$ cat config.mk
export PLATFORM = sky130hd
export DESIGN_NAME = rpn_digit_stack_evaluator
export DESIGN_NICKNAME = d
export VERILOG_FILES = /design/src/rtl/rpn_pkg.sv /design/src/rtl/rpn_ram.sv /design/src/rtl/rpn_div.sv /design/src/rtl/rpn_useq.sv /design/src/rtl/rpn_digit_stack_evaluator.sv
export SDC_FILE = /design/constraint.sdc
export NUM_CORES = 2
export LEC_CHECK = 0
export BUFFER_PORTS_ARGS = -buffer_cell sky130_fd_sc_hd__buf_2
export CORE_MARGIN = 2
export CORE_UTILIZATION = 45
export DETAILED_ROUTE_END_ITERATION = 12
export PLACE_DENSITY = 0.59
export SLEW_MARGIN = 5
export SYNTH_ARGS = -nofsm -noshare
export SYNTH_HDL_FRONTEND = slang
export SYNTH_SLANG_ARGS = --single-unit
$ cat constraint.sdc
create_clock -name i_clk -period 10.7 [get_ports i_clk]
set_input_delay 2.675 -clock i_clk [delete_from_list [all_inputs] [get_ports i_clk]]
set_output_delay 2.675 -clock i_clk [all_outputs]
set_load 0.02 [all_outputs]
$ cat src/rtl/rpn_pkg.sv
`default_nettype none
// ----------------------------------------------------------------------------
// rpn_pkg
// Shared constants, control-word layout and helpers for the RPN evaluator.
// ----------------------------------------------------------------------------
package rpn_pkg;

    localparam int STACK_DEPTH = 64;
    localparam int VALUE_WIDTH = 32;
    localparam int IDX_W       = $clog2(STACK_DEPTH);
    localparam int CNT_W       = $clog2(STACK_DEPTH + 1);
    localparam int UPC_W       = 5;

    // characters
    localparam logic [7:0] CH_ZERO  = 8'h30;
    localparam logic [7:0] CH_NINE  = 8'h39;
    localparam logic [7:0] CH_EQ    = 8'h3D;
    localparam logic [7:0] CH_PLUS  = 8'h2B;
    localparam logic [7:0] CH_MINUS = 8'h2D;
    localparam logic [7:0] CH_MUL   = 8'h2A;
    localparam logic [7:0] CH_DIV   = 8'h2F;

    // status codes
    localparam logic [1:0] ST_OK   = 2'd0;
    localparam logic [1:0] ST_OVF  = 2'd1;
    localparam logic [1:0] ST_UND  = 2'd2;
    localparam logic [1:0] ST_DIV0 = 2'd3;

    // datapath actions
    localparam logic [3:0] A_NOP      = 4'd0;
    localparam logic [3:0] A_FETCH    = 4'd1;
    localparam logic [3:0] A_EMIT     = 4'd2;
    localparam logic [3:0] A_LD_DIGIT = 4'd3;
    localparam logic [3:0] A_ERR_OVF  = 4'd4;
    localparam logic [3:0] A_LD_B     = 4'd5;
    localparam logic [3:0] A_LD_A_POP = 4'd6;
    localparam logic [3:0] A_ALU      = 4'd7;
    localparam logic [3:0] A_DIV_GO   = 4'd8;
    localparam logic [3:0] A_LD_QUO   = 4'd9;
    localparam logic [3:0] A_ERR_UND  = 4'd10;
    localparam logic [3:0] A_PUSH     = 4'd11;
    localparam logic [3:0] A_FIN_CLR  = 4'd12;
    localparam logic [3:0] A_ERR_DIV  = 4'd13;

    // jump conditions
    localparam logic [3:0] C_NEXT      = 4'd0;
    localparam logic [3:0] C_ALWAYS    = 4'd1;
    localparam logic [3:0] C_NO_XFER   = 4'd2;
    localparam logic [3:0] C_FIN       = 4'd3;
    localparam logic [3:0] C_ERR_OR_EQ = 4'd4;
    localparam logic [3:0] C_DIGIT     = 4'd5;
    localparam logic [3:0] C_OPER      = 4'd6;
    localparam logic [3:0] C_NOT_END   = 4'd7;
    localparam logic [3:0] C_FULL      = 4'd8;
    localparam logic [3:0] C_LT2       = 4'd9;
    localparam logic [3:0] C_DIVOP     = 4'd10;
    localparam logic [3:0] C_BZERO     = 4'd11;
    localparam logic [3:0] C_DIV_BUSY  = 4'd12;
    localparam logic [3:0] C_OUT_BUSY  = 4'd13;

    typedef struct packed {
        logic [3:0]       act;
        logic [3:0]       cond;
        logic [UPC_W-1:0] target;
    } t_uword;

    typedef struct packed {
        logic no_xfer;
        logic fin;
        logic err_or_eq;
        logic digit;
        logic oper;
        logic not_end;
        logic full;
        logic lt2;
        logic divop;
        logic bzero;
        logic div_busy;
        logic out_busy;
    } t_flags;

    // sign-extend a stack value and keep its low 32 bits
    function automatic logic [31:0] to_out32(input logic signed [VALUE_WIDTH-1:0] d);
        logic signed [63:0] e;
        e = 64'(d);
        return e[31:0];
    endfunction

endpackage
`default_nettype wire

$ cat src/rtl/rpn_ram.sv
`default_nettype none
// ----------------------------------------------------------------------------
// rpn_ram
// Generic single-write, single-read RAM with registered read data.
// ----------------------------------------------------------------------------
module rpn_ram #(
    parameter int WIDTH = 32,
    parameter int DEPTH = 64
) (
    input  wire logic                     i_clk,
    input  wire logic                     i_we,
    input  wire logic [$clog2(DEPTH)-1:0] i_waddr,
    input  wire logic [WIDTH-1:0]         i_wdata,
    input  wire logic [$clog2(DEPTH)-1:0] i_raddr,
    output logic      [WIDTH-1:0]         o_rdata
);

    logic [WIDTH-1:0] r_mem [DEPTH];

    always_ff @(posedge i_clk) begin
        if (i_we) begin
            r_mem[i_waddr] <= i_wdata;
        end
        o_rdata <= r_mem[i_raddr];
    end

endmodule
`default_nettype wire

$ cat src/rtl/rpn_div.sv
`default_nettype none
// ----------------------------------------------------------------------------
// rpn_div
// Signed divider, one restoring step per cycle, quotient truncated to zero.
// ----------------------------------------------------------------------------
module rpn_div (
    input  wire logic                           i_clk,
    input  wire logic                           i_rst_n,
    input  wire logic                           i_start,
    input  wire logic [rpn_pkg::VALUE_WIDTH-1:0] i_a,
    input  wire logic [rpn_pkg::VALUE_WIDTH-1:0] i_b,
    output logic                                o_busy,
    output logic      [rpn_pkg::VALUE_WIDTH-1:0] o_quo
);
    import rpn_pkg::*;

    localparam int DC_W = $clog2(VALUE_WIDTH) + 1;

    logic                   r_busy;
    logic [DC_W-1:0]        r_cnt;
    logic                   r_neg;
    logic [VALUE_WIDTH-1:0] r_quo;
    logic [VALUE_WIDTH-1:0] r_rem;
    logic [VALUE_WIDTH-1:0] r_dvs;
    logic [VALUE_WIDTH:0]   trial;
    logic                   fits;

    assign trial = {r_rem, r_quo[VALUE_WIDTH-1]};
    assign fits  = (trial >= {1'b0, r_dvs});

    always_ff @(posedge i_clk) begin
        if (!i_rst_n) begin
            r_busy <= 1'b0;
            r_cnt  <= '0;
        end else if (i_start) begin
            r_busy <= 1'b1;
            r_cnt  <= DC_W'(VALUE_WIDTH);
        end else if (r_busy) begin
            r_cnt <= r_cnt - DC_W'(1);
            if (r_cnt == DC_W'(1)) begin
                r_busy <= 1'b0;
            end
        end
    end

    always_ff @(posedge i_clk) begin
        if (i_start) begin
            r_neg <= i_a[VALUE_WIDTH-1] ^ i_b[VALUE_WIDTH-1];
            r_quo <= i_a[VALUE_WIDTH-1] ? (~i_a + 1'b1) : i_a;
            r_dvs <= i_b[VALUE_WIDTH-1] ? (~i_b + 1'b1) : i_b;
            r_rem <= '0;
        end else if (r_busy) begin
            r_rem <= fits ? VALUE_WIDTH'(trial - {1'b0, r_dvs}) : trial[VALUE_WIDTH-1:0];
            r_quo <= {r_quo[VALUE_WIDTH-2:0], fits};
        end
    end

    assign o_busy = r_busy;
    assign o_quo  = r_neg ? (~r_quo + 1'b1) : r_quo;

endmodule
`default_nettype wire

$ cat src/rtl/rpn_useq.sv
`default_nettype none
// ----------------------------------------------------------------------------
// rpn_useq
// Microprogram ROM and step counter; branches on datapath flags.
// ----------------------------------------------------------------------------
module rpn_useq (
    input  wire logic            i_clk,
    input  wire logic            i_rst_n,
    input  wire rpn_pkg::t_flags i_flags,
    output rpn_pkg::t_uword      o_uword
);
    import rpn_pkg::*;

    localparam logic [UPC_W-1:0] L_FETCH  = UPC_W'(0);
    localparam logic [UPC_W-1:0] L_ENDCHK = UPC_W'(8);
    localparam logic [UPC_W-1:0] L_EMIT   = UPC_W'(9);
    localparam logic [UPC_W-1:0] L_ERROVF = UPC_W'(13);
    localparam logic [UPC_W-1:0] L_OPER   = UPC_W'(14);
    localparam logic [UPC_W-1:0] L_DIGIT  = UPC_W'(11);
    localparam logic [UPC_W-1:0] L_DIV    = UPC_W'(19);
    localparam logic [UPC_W-1:0] L_DWAIT  = UPC_W'(21);
    localparam logic [UPC_W-1:0] L_ERRUND = UPC_W'(23);
    localparam logic [UPC_W-1:0] L_PUSH   = UPC_W'(24);
    localparam logic [UPC_W-1:0] L_FINCLR = UPC_W'(25);
    localparam logic [UPC_W-1:0] L_ERRDIV = UPC_W'(26);

    function automatic t_uword rom(input logic [UPC_W-1:0] a);
        t_uword w;
        w = '{A_NOP, C_ALWAYS, L_FETCH};
        case (a)
            5'd0:  w = '{A_FETCH,    C_NO_XFER,   L_FETCH};
            5'd1:  w = '{A_NOP,      C_FIN,       L_FINCLR};
            5'd2:  w = '{A_NOP,      C_ERR_OR_EQ, L_ENDCHK};
            5'd3:  w = '{A_NOP,      C_DIGIT,     L_DIGIT};
            5'd4:  w = '{A_NOP,      C_OPER,      L_OPER};
            5'd5:  w = '{A_NOP,      C_ALWAYS,    L_ENDCHK};
            5'd8:  w = '{A_NOP,      C_NOT_END,   L_FETCH};
            5'd9:  w = '{A_EMIT,     C_OUT_BUSY,  L_EMIT};
            5'd10: w = '{A_NOP,      C_ALWAYS,    L_FETCH};
            5'd11: w = '{A_NOP,      C_FULL,      L_ERROVF};
            5'd12: w = '{A_LD_DIGIT, C_ALWAYS,    L_PUSH};
            5'd13: w = '{A_ERR_OVF,  C_ALWAYS,    L_ENDCHK};
            5'd14: w = '{A_NOP,      C_LT2,       L_ERRUND};
            5'd15: w = '{A_NOP,      C_NEXT,      L_FETCH};
            5'd16: w = '{A_LD_B,     C_NEXT,      L_FETCH};
            5'd17: w = '{A_LD_A_POP, C_DIVOP,     L_DIV};
            5'd18: w = '{A_ALU,      C_ALWAYS,    L_PUSH};
            5'd19: w = '{A_NOP,      C_BZERO,     L_ERRDIV};
            5'd20: w = '{A_DIV_GO,   C_NEXT,      L_FETCH};
            5'd21: w = '{A_NOP,      C_DIV_BUSY,  L_DWAIT};
            5'd22: w = '{A_LD_QUO,   C_ALWAYS,    L_PUSH};
            5'd23: w = '{A_ERR_UND,  C_ALWAYS,    L_ENDCHK};
            5'd24: w = '{A_PUSH,     C_ALWAYS,    L_ENDCHK};
            5'd25: w = '{A_FIN_CLR,  C_ALWAYS,    L_FETCH};
            5'd26: w = '{A_ERR_DIV,  C_ALWAYS,    L_ENDCHK};
            default: w = '{A_NOP,    C_ALWAYS,    L_FETCH};
        endcase
        return w;
    endfunction

    logic [UPC_W-1:0] r_upc;
    logic [UPC_W-1:0] n_upc;
    t_uword           uw;
    logic             take;

    assign uw = rom(r_upc);

    always_comb begin
        case (uw.cond)
            C_NEXT:      take = 1'b0;
            C_ALWAYS:    take = 1'b1;
            C_NO_XFER:   take = i_flags.no_xfer;
            C_FIN:       take = i_flags.fin;
            C_ERR_OR_EQ: take = i_flags.err_or_eq;
            C_DIGIT:     take = i_flags.digit;
            C_OPER:      take = i_flags.oper;
            C_NOT_END:   take = i_flags.not_end;
            C_FULL:      take = i_flags.full;
            C_LT2:       take = i_flags.lt2;
            C_DIVOP:     take = i_flags.divop;
            C_BZERO:     take = i_flags.bzero;
            C_DIV_BUSY:  take = i_flags.div_busy;
            C_OUT_BUSY:  take = i_flags.out_busy;
            default:     take = 1'b1;
        endcase
        n_upc = take ? uw.target : r_upc + UPC_W'(1);
    end

    always_ff @(posedge i_clk) begin
        if (!i_rst_n) begin
            r_upc <= L_FETCH;
        end else begin
            r_upc <= n_upc;
        end
    end

    assign o_uword = uw;

endmodule
`default_nettype wire

$ cat src/rtl/rpn_digit_stack_evaluator.sv
`default_nettype none
// ----------------------------------------------------------------------------
// rpn_digit_stack_evaluator
// RPN evaluator: microcoded control over a stack RAM, ALU and divider.
// ----------------------------------------------------------------------------
// Usage:
//   s_axis carries one ASCII character per transfer; tlast marks the final
//   character of an expression. Digits push 0..9, + - * / pop two values and
//   push the result (second popped is the left operand, wrapping arithmetic,
//   division truncates toward zero). At '=' or at tlast the top value goes
//   out on m_axis: tdata = value, tuser = status (0 ok, 1 overflow,
//   2 underflow, 3 divide by zero); the stack and status then clear.
//   Characters after '=' are dropped up to tlast.
// Timing:
//   One character at a time: a new character is taken only once the last one
//   is done, and a / also waits for the bit-per-cycle divider to finish.
// Reset (synchronous, active low) empties the stack and clears the status.
// If m_axis stalls, the result waits in the output register; the next
// expression keeps running and only stalls at its own result.
// ----------------------------------------------------------------------------
module rpn_digit_stack_evaluator (
    input  wire logic        i_clk,
    input  wire logic        i_rst_n,
    input  wire logic        s_axis_tvalid,
    output logic             s_axis_tready,
    input  wire logic [7:0]  s_axis_tdata,   // [7:0] char_code
    input  wire logic        s_axis_tlast,
    output logic             m_axis_tvalid,
    input  wire logic        m_axis_tready,
    output logic      [31:0] m_axis_tdata,   // [31:0] value
    output logic      [1:0]  m_axis_tuser    // [1:0] status
);
    import rpn_pkg::*;

    t_uword uw;
    t_flags flags;

    logic [7:0]             r_char;
    logic                   r_last;
    logic [CNT_W-1:0]       r_count;
    logic [1:0]             r_err;
    logic                   r_fin;
    logic [VALUE_WIDTH-1:0] r_a;
    logic [VALUE_WIDTH-1:0] r_b;
    logic [VALUE_WIDTH-1:0] r_acc;
    logic                   r_ovalid;
    logic [31:0]            r_oval;
    logic [1:0]             r_ostat;

    logic                   is_eq;
    logic                   out_busy;
    logic                   do_emit;
    logic [IDX_W-1:0]       rd_addr;
    logic [VALUE_WIDTH-1:0] rd_data;
    logic                   div_busy;
    logic [VALUE_WIDTH-1:0] div_quo;
    logic [1:0]             emit_st;
    logic [VALUE_WIDTH-1:0] alu_res;

    rpn_useq u_useq (
        .i_clk   (i_clk),
        .i_rst_n (i_rst_n),
        .i_flags (flags),
        .o_uword (uw)
    );

    // top of stack by default; the left operand while loading B
    assign rd_addr = (uw.act == A_LD_B) ? IDX_W'(r_count - CNT_W'(2))
                                        : IDX_W'(r_count - CNT_W'(1));

    rpn_ram #(
        .WIDTH (VALUE_WIDTH),
        .DEPTH (STACK_DEPTH)
    ) u_stack (
        .i_clk   (i_clk),
        .i_we    (uw.act == A_PUSH),
        .i_waddr (r_count[IDX_W-1:0]),
        .i_wdata (r_acc),
        .i_raddr (rd_addr),
        .o_rdata (rd_data)
    );

    rpn_div u_div (
        .i_clk   (i_clk),
        .i_rst_n (i_rst_n),
        .i_start (uw.act == A_DIV_GO),
        .i_a     (r_a),
        .i_b     (r_b),
        .o_busy  (div_busy),
        .o_quo   (div_quo)
    );

    assign is_eq    = (r_char == CH_EQ);
    assign out_busy = r_ovalid && !m_axis_tready;
    assign do_emit  = (uw.act == A_EMIT) && !out_busy;

    always_comb begin
        flags.no_xfer   = !s_axis_tvalid;
        flags.fin       = r_fin;
        flags.err_or_eq = (r_err != ST_OK) || is_eq;
        flags.digit     = (r_char >= CH_ZERO) && (r_char <= CH_NINE);
        flags.oper      = (r_char == CH_PLUS) || (r_char == CH_MINUS) ||
                          (r_char == CH_MUL) || (r_char == CH_DIV);
        flags.not_end   = !(is_eq || r_last);
        flags.full      = (r_count == CNT_W'(STACK_DEPTH));
        flags.lt2       = (r_count < CNT_W'(2));
        flags.divop     = (r_char == CH_DIV);
        flags.bzero     = (r_b == '0);
        flags.div_busy  = div_busy;
        flags.out_busy  = out_busy;
    end

    always_comb begin
        case (r_char)
            CH_PLUS:  alu_res = r_a + r_b;
            CH_MINUS: alu_res = r_a - r_b;
            default:  alu_res = VALUE_WIDTH'(r_a * r_b);
        endcase
    end

    always_comb begin
        if (r_err != ST_OK) begin
            emit_st = r_err;
        end else if (r_count == '0) begin
            emit_st = ST_UND;
        end else begin
            emit_st = ST_OK;
        end
    end

    assign s_axis_tready = (uw.act == A_FETCH);

    // control state
    always_ff @(posedge i_clk) begin
        if (!i_rst_n) begin
            r_count  <= '0;
            r_err    <= ST_OK;
            r_fin    <= 1'b0;
            r_ovalid <= 1'b0;
        end else begin
            case (uw.act)
                A_ERR_OVF:  r_err <= ST_OVF;
                A_ERR_UND:  r_err <= ST_UND;
                A_ERR_DIV:  r_err <= ST_DIV0;
                A_LD_A_POP: r_count <= r_count - CNT_W'(2);
                A_PUSH:     r_count <= r_count + CNT_W'(1);
                A_FIN_CLR:  r_fin <= r_fin && !r_last;
                default: begin
                end
            endcase
            if (do_emit) begin
                r_count <= '0;
                r_err   <= ST_OK;
                r_fin   <= is_eq && !r_last;
            end
            if (do_emit) begin
                r_ovalid <= 1'b1;
            end else if (m_axis_tready) begin
                r_ovalid <= 1'b0;
            end
        end
    end

    // payload
    always_ff @(posedge i_clk) begin
        if (s_axis_tvalid && s_axis_tready) begin
            r_char <= s_axis_tdata;
            r_last <= s_axis_tlast;
        end
        case (uw.act)
            A_LD_DIGIT: r_acc <= VALUE_WIDTH'(r_char[3:0]);
            A_ALU:      r_acc <= alu_res;
            A_LD_QUO:   r_acc <= div_quo;
            A_LD_B:     r_b   <= rd_data;
            A_LD_A_POP: r_a   <= rd_data;
            default: begin
            end
        endcase
        if (do_emit) begin
            r_ostat <= emit_st;
            r_oval  <= (emit_st == ST_OK) ? to_out32(rd_data) : 32'd0;
        end
    end

    assign m_axis_tvalid = r_ovalid;
    assign m_axis_tdata  = r_oval;
    assign m_axis_tuser  = r_ostat;

    a_count_range: assert property (@(posedge i_clk) disable iff (!i_rst_n)
        r_count <= CNT_W'(STACK_DEPTH))
        else $error("stack count beyond depth");

    a_err_zero_value: assert property (@(posedge i_clk) disable iff (!i_rst_n)
        (m_axis_tvalid && (m_axis_tuser != ST_OK)) |-> (m_axis_tdata == 32'd0))
        else $error("error result with nonzero value");

    a_fin_no_err: assert property (@(posedge i_clk) disable iff (!i_rst_n)
        r_fin |-> (r_err == ST_OK))
        else $error("error pending while skipping to end of frame");

    a_div_only_in_wait: assert property (@(posedge i_clk) disable iff (!i_rst_n)
        div_busy |-> !s_axis_tready)
        else $error("input taken while divider busy");

endmodule
`default_nettype wire

# --- Word-level counts from Yosys, hierarchy flattened ---
# Memories as Yosys holds them, arrays and structs flattened. A register that Yosys moved wholly into a read port is not among the register bits.
# Index checks and enable logic that the tools add are counted.
# Widths: inputs -> output; s select.
op_classes:
  mux: 27
  n_eq_ne: 32
  multipliers: 1
  n_addsub: 11
  n_bitwise: 5
  reduce_logical: 29
  order_cmp: 4
op_table:
  columns: ["operator", "count"]
  rows:
  - ["$mux 32", 5]
  - ["$add 32x1->32 const B", 3]
  - ["$not 32->32", 3]
  - ["$pmux 32 s3", 1]
  - ["$pmux 32 s2", 1]
  - ["$sub 32x32->32", 2]
  - ["$eq 4x4->1 const B", 12]
  - ["$eq 8x6->1 const B", 5]
  - ["$ge 33x32->1", 1]
  - ["$add 32x32->32", 1]
  - ["$eq 4x3->1 const B", 8]
  - ["$logic_not 32->1", 1]
  - ["$mul 32x32->32", 1]
  - ["$mux 31", 1]
  - ["$mux 6", 3]
  - ["$eq 4x2->1 const B", 4]
  - ["$pmux 7 s2", 1]
  - ["$pmux 1 s13", 1]
  - ["$sub 6x1->6 const B", 2]
  - ["$mux 5", 2]
  - ["$reduce_bool 2->1", 5]
  - ["$mux 1", 9]
  - ["$ge 8x6->1 const B", 1]
  - ["$le 8x6->1 const B", 1]
  - ["other kinds (19)", 35]
word_totals:
  n_memories: 2
  ramBits: 2048
  input_bits: 13
  ff_bits: 259
  rom_bits: 416
mem_list:
  columns: ["name", "depth", "word_bits", "rd", "rd_ports_with_merged_regs", "write_ports", "line", "text"]
  rows:
  - ["u_stack.r_mem", 64, 32, 1, 1, 1, "rpn_ram.sv:18", "logic [WIDTH-1:0] r_mem [DEPTH];"]
  - ["(no name shown)", 32, 13, 1, 1, 0, "rpn_useq.sv:30", "case (a)"]

# --- Depth between registers and ports, before layout ---
logic_depth:
  depth_word: 7
  ltp_mapped: 28
  ltp_nobuf: 26

# --- Cells and area by module ---
# Synthesis repeated with hierarchy kept, for this count alone.
hier_totals:
  cells_unflattened: 6957
  area_unflattened_um2: 111798.5
by_module_without_submodules:
  columns: ["mod", "n_inst", "seq_area_each_um2", "cells_per_inst", "area_each_um2"]
  rows:
  - ["rpn_ram", 1, 62139.6, 3324, 78515.3]
  - ["rpn_digit_stack_evaluator", 1, 4394.2, 2547, 24020.5]
  - ["rpn_div", 1, 2732.6, 907, 7753.7]
  - ["rpn_useq", 1, 360.3, 179, 1508.9]

# --- Least setup slack after synthesis ---
# Ideal clock, no wire load.
synth_timing:
  kind: "register to register"
  startpoint: "register r_a[9]"
  endpoint: "register r_acc[30], data pin"
  synth_period_minus_slack_ns: 7.516
  setup_slack_ns: 3.184
  required_time_ns: 10.439
  arrival_ns: 7.255
  n_path_buf: 2
  path_stages_with_launch: 25
  cell_sequence: "edfxtp_1 clkbuf_1 clkbuf_1 and2_1 fa_1 inv_1 fa_1 fa_1 fa_1 inv_1 ha_1 ha_1 fa_1 fa_1 ha_1 a21o_1 or4b_2 o311ai_0 o21ai_0 a31o_2 o41ai_1 o2111ai_1 o211ai_1 xnor2_1 a221o_1"
synth_between:
  elab_chain_len: 3
  elab_cells_between_ends: 5
  cone_classes: "2 x add/sub; 1 x mul; 2 x mux"
synth_rtl:
  columns: ["element", "line", "text"]
  rows:
  - ["from (decl)", "rpn_digit_stack_evaluator.sv:43", "logic [VALUE_WIDTH-1:0] r_a;"]
  - ["from (signal assigned)", "rpn_digit_stack_evaluator.sv:175", "A_LD_A_POP: r_a <= rd_data;"]
  - ["$mul 32x32->32, or another cell as far along", "rpn_digit_stack_evaluator.sv:117", "default: alu_res = VALUE_WIDTH'(r_a * r_b);"]
  - ["$pmux 32 s2 (*)", "rpn_digit_stack_evaluator.sv:114", "case (r_char)"]
  - ["$pmux 32 s3 (*)", "rpn_digit_stack_evaluator.sv:170", "case (uw.act)"]
  - ["to (signal assigned)", "rpn_digit_stack_evaluator.sv:171", "A_LD_DIGIT: r_acc <= VALUE_WIDTH'(r_char[3:0]);"]
  - ["to (signal assigned)", "rpn_digit_stack_evaluator.sv:172", "A_ALU: r_acc <= alu_res;"]
  - ["to (signal assigned)", "rpn_digit_stack_evaluator.sv:173", "A_LD_QUO: r_acc <= div_quo;"]
  - ["to (decl)", "rpn_digit_stack_evaluator.sv:45", "logic [VALUE_WIDTH-1:0] r_acc;"]
# Mark *: on every way between the ends. The rest lies on a longest branch, timed or not.
# A chain may end at the register's enable or synchronous reset.

# --- Worst setup path in the final report ---
layout_timing:
  startpoint: "register r_b[2]"
  endpoint: "register r_acc[30], data pin"
layout_between:
  elab_chain_len: 3
  elab_cells_between_ends: 5
  cone_classes: "2 x add/sub; 1 x mul; 2 x mux"
layout_rtl:
  columns: ["element", "line", "text"]
  rows:
  - ["from (decl)", "rpn_digit_stack_evaluator.sv:44", "logic [VALUE_WIDTH-1:0] r_b;"]
  - ["from (signal assigned)", "rpn_digit_stack_evaluator.sv:174", "A_LD_B: r_b <= rd_data;"]
  - ["$mul 32x32->32, or another cell as far along", "rpn_digit_stack_evaluator.sv:117", null]
  - ["$pmux 32 s2 (*)", "rpn_digit_stack_evaluator.sv:114", null]
  - ["$pmux 32 s3 (*)", "rpn_digit_stack_evaluator.sv:170", null]
# Marks and branches as above.

==> impl_metrics.yaml <==
global_routing:
  grt_pass1_vias: 62200
  gr-total-overflow: 0
  grt_max_degree: 125
  grt_pass1_wl_um: 433000
  grt_usage: 0.237
  antenna_found_initial: 17
pwr:
  vdd_drop_max_mv: 0.823
  p_leak_nw: 43.5
  p_per_area_nw_per_um2: 285
critical_path:
  end_kind: "register"
  arrival_ps: 9070
  crit_type: "reg -> reg"
  required_ps: 11310
  critPathMaxFanout: 17
  start_kind: "register"
min_path:
  hp-class: "reg -> reg"
cts:
  cts_made_buffers: 238
  hold_buffers: 0
  path_clk_slew_ps: 60
  cts_root_buf: "clkbuf_16"
  h-tree-depth: 4
  cts-resized-gates: 0
  cts_sinks: 2352
  cts_tree: "yes"
  clockBufferDepth: 3
  post_cts_buffers: 0
  clkLatencyLatePin_ps: 930
die:
  dieArea_um2: 252000
  rows: 182
  core_um2: 246000
  io_pins: 49
  chipHeight_um: 502
  die-width_um: 502
  start_util: 0.453
route:
  via_count: 60900
  via_per_inst: 5.78
  first_pass_iters: 8
  drc: 0
  routed_wl_um: 296000
  final_antenna_net_count: 0
  wire_per_inst_um: 28.1
  drt_iter0_drc: 6253
finish:
  drive_gt1_frac: 0.174
  layout_commonest_cell: "edfxtp_1"
  nets: 7626
  final_cell_mix: "2252 x edfxtp_1, 544 x mux4_2, 454 x inv_1, 420 x nand2_1, 410 x fa_1"
  post-route-util: 0.507
  design_area_um2: 125000
  areaGrowthSynthToFinish_pct: 11.9
timing:
  finalClockSkew_ps: 91.9
  fmax_ghz: 0.118
  report.final.hold_viol_count: 0
  period_minus_slack_ps: 8460
  hold_slack_ps: 479
  slew_viol_final: 0
  grt_setup_unrepaired: "false"
  worst_pin_slew_ps: 1190
  maxSlewHeadroom: 0.185
  period_share: 0.791
  setup-tns-final_ps: 0
  setup_viol_count_final: 0
yosys:
  ys_ff_latch: 2352
  synth_flop_cell: "edfxtp_1"
  synthArstFlopShare: 0
  synth_warnings: 0
  syn_nets: 7526
  synth_top_cell_by_area: "edfxtp_1"
  synth_top_area_share: 0.606
  synth_cell_type_count: 78
  postSynthAreaPerCell_um2: 16.2
  synth-edff-count: 2252
  yosys-top-cells-area: "edfxtp_1 61%, mux4_2 11%, fa_1 7.4%"
  netlist_area_um2: 112000
  ys_seq_area_frac: 0.624
  netlist_instances: 6897
place:
  port_buffers: 48
  place_hpwl_um: 179000
  gp_congestion: 0.891
  placed_cell_area_um2: 117000
run_status:
  outcome: "completed"
run:
  max_cap_violations: 0
[layer usage]
layer / GRT usage / vias up / routed length (um)
met4: 0.0738 / 8 / 9120
met3: 0.0348 / 452 / 18600
met2: 0.383 / 2063 / 143000
met1: 0.333 / 32300 / 126000
li1: - / 26100 / -
met5: 0 / - / 48
[critical path, stage by stage (launching register included)]
cell	delay [ps]
edfxtp_1	680
and2_1	320
fa_1	540
inv_1	50
fa_1	500
fa_1	450
fa_1	550
inv_1	40
ha_1	270
ha_1	300
fa_1	520
fa_1	440
ha_1	370
a21o_1	200
or4b_2	590
o311ai_0	190
o21ai_0	360
a31o_2	340
o41ai_1	680
o2111ai_1	230
o211ai_1	160
xnor2_1	90
a221o_1	340
[kinds of logic after synthesis]
family                   after synthesis  synth area share
AO/OA/AOI/OAI                        775            0.0436
XOR/XNOR                             269            0.0211
adder cells (fa/ha/maj)              616            0.0966
buffers and inverters                844            0.0288
flip-flops                          2352             0.624
multiplexers                         711             0.125
AND/OR/NAND/NOR                     1330            0.0611
[power breakdown]
group          internal, mW  leakage [nW]  total, mW  switching (mW)
Combinational          6.53          18.3       16.3            9.77
Clock                  4.91          3.90       8.53            3.62
Sequential             10.4          21.2       10.8           0.350
[path summary, 6_finish.rpt]
check,from,endpoint,slack (ps),cells past startpoint
setup / recovery,r_b[2]$_DFFE_PP_,r_acc[30]$_DFFE_PP_,2240,22
hold / removal,u_div.r_rem[31]$_SDFFE_PP0P_,u_div.r_rem[31]$_SDFFE_PP0P_,480,2
setup reg to reg,r_b[2]$_DFFE_PP_,r_acc[30]$_DFFE_PP_,2240,22
hold reg to reg,u_div.r_rem[31]$_SDFFE_PP0P_,u_div.r_rem[31]$_SDFFE_PP0P_,480,2
[registers in the layout (all words and copies together) (netlist names)]
register,count
u_div.r_neg,1
m_axis_tuser,2
u_useq.o_uword,13
r_fin,1
r_char,8
r_a,32
r_last,1
r_count,7
u_div.r_rem,32
u_div.o_busy,1
u_div.r_quo,32
r_acc,32
r_err,2
u_stack.r_mem,2048
u_useq.r_upc,5
m_axis_tdata,32
u_div.r_cnt,6
u_div.r_dvs,32
u_stack.o_rdata,32
r_b,32
m_axis_tvalid,1
[synth_stat cells (all sizes together), types with 145 or more instances]
master	count
a21oi	250
and2	349
clkbuf	305
edfxtp	2252
fa	410
ha	206
inv	457
mux2i	166
mux4	544
nand2	422
nor2	190
nor2b	149
o21ai	153
xnor2	145
[layout make-up]
type,instances,area [um^2]
multi-input combinational,3701,39300
fill,20200,121000
antenna,20,50.0
sequential,2352,69600
tap,3312,4140
inverter,458,1720
timing repair buffer,246,1890
clock buffer,288,6180
clock inverter,158,1910
[stage by stage]
stage | total power, mW | worst slack (ps) | instances
detailed placement | 27.2 | 2200 | 10100
global route | 37.6 | 1940 | 10500
floorplan | 22.0 | 3180 | 6897
finish | 35.6 | 2240 | 10500
global placement | 27.1 | 2340 | 10100
CTS | 35.8 | 2190 | 10500
No activity file was read; power rests on OpenSTA's default activity.
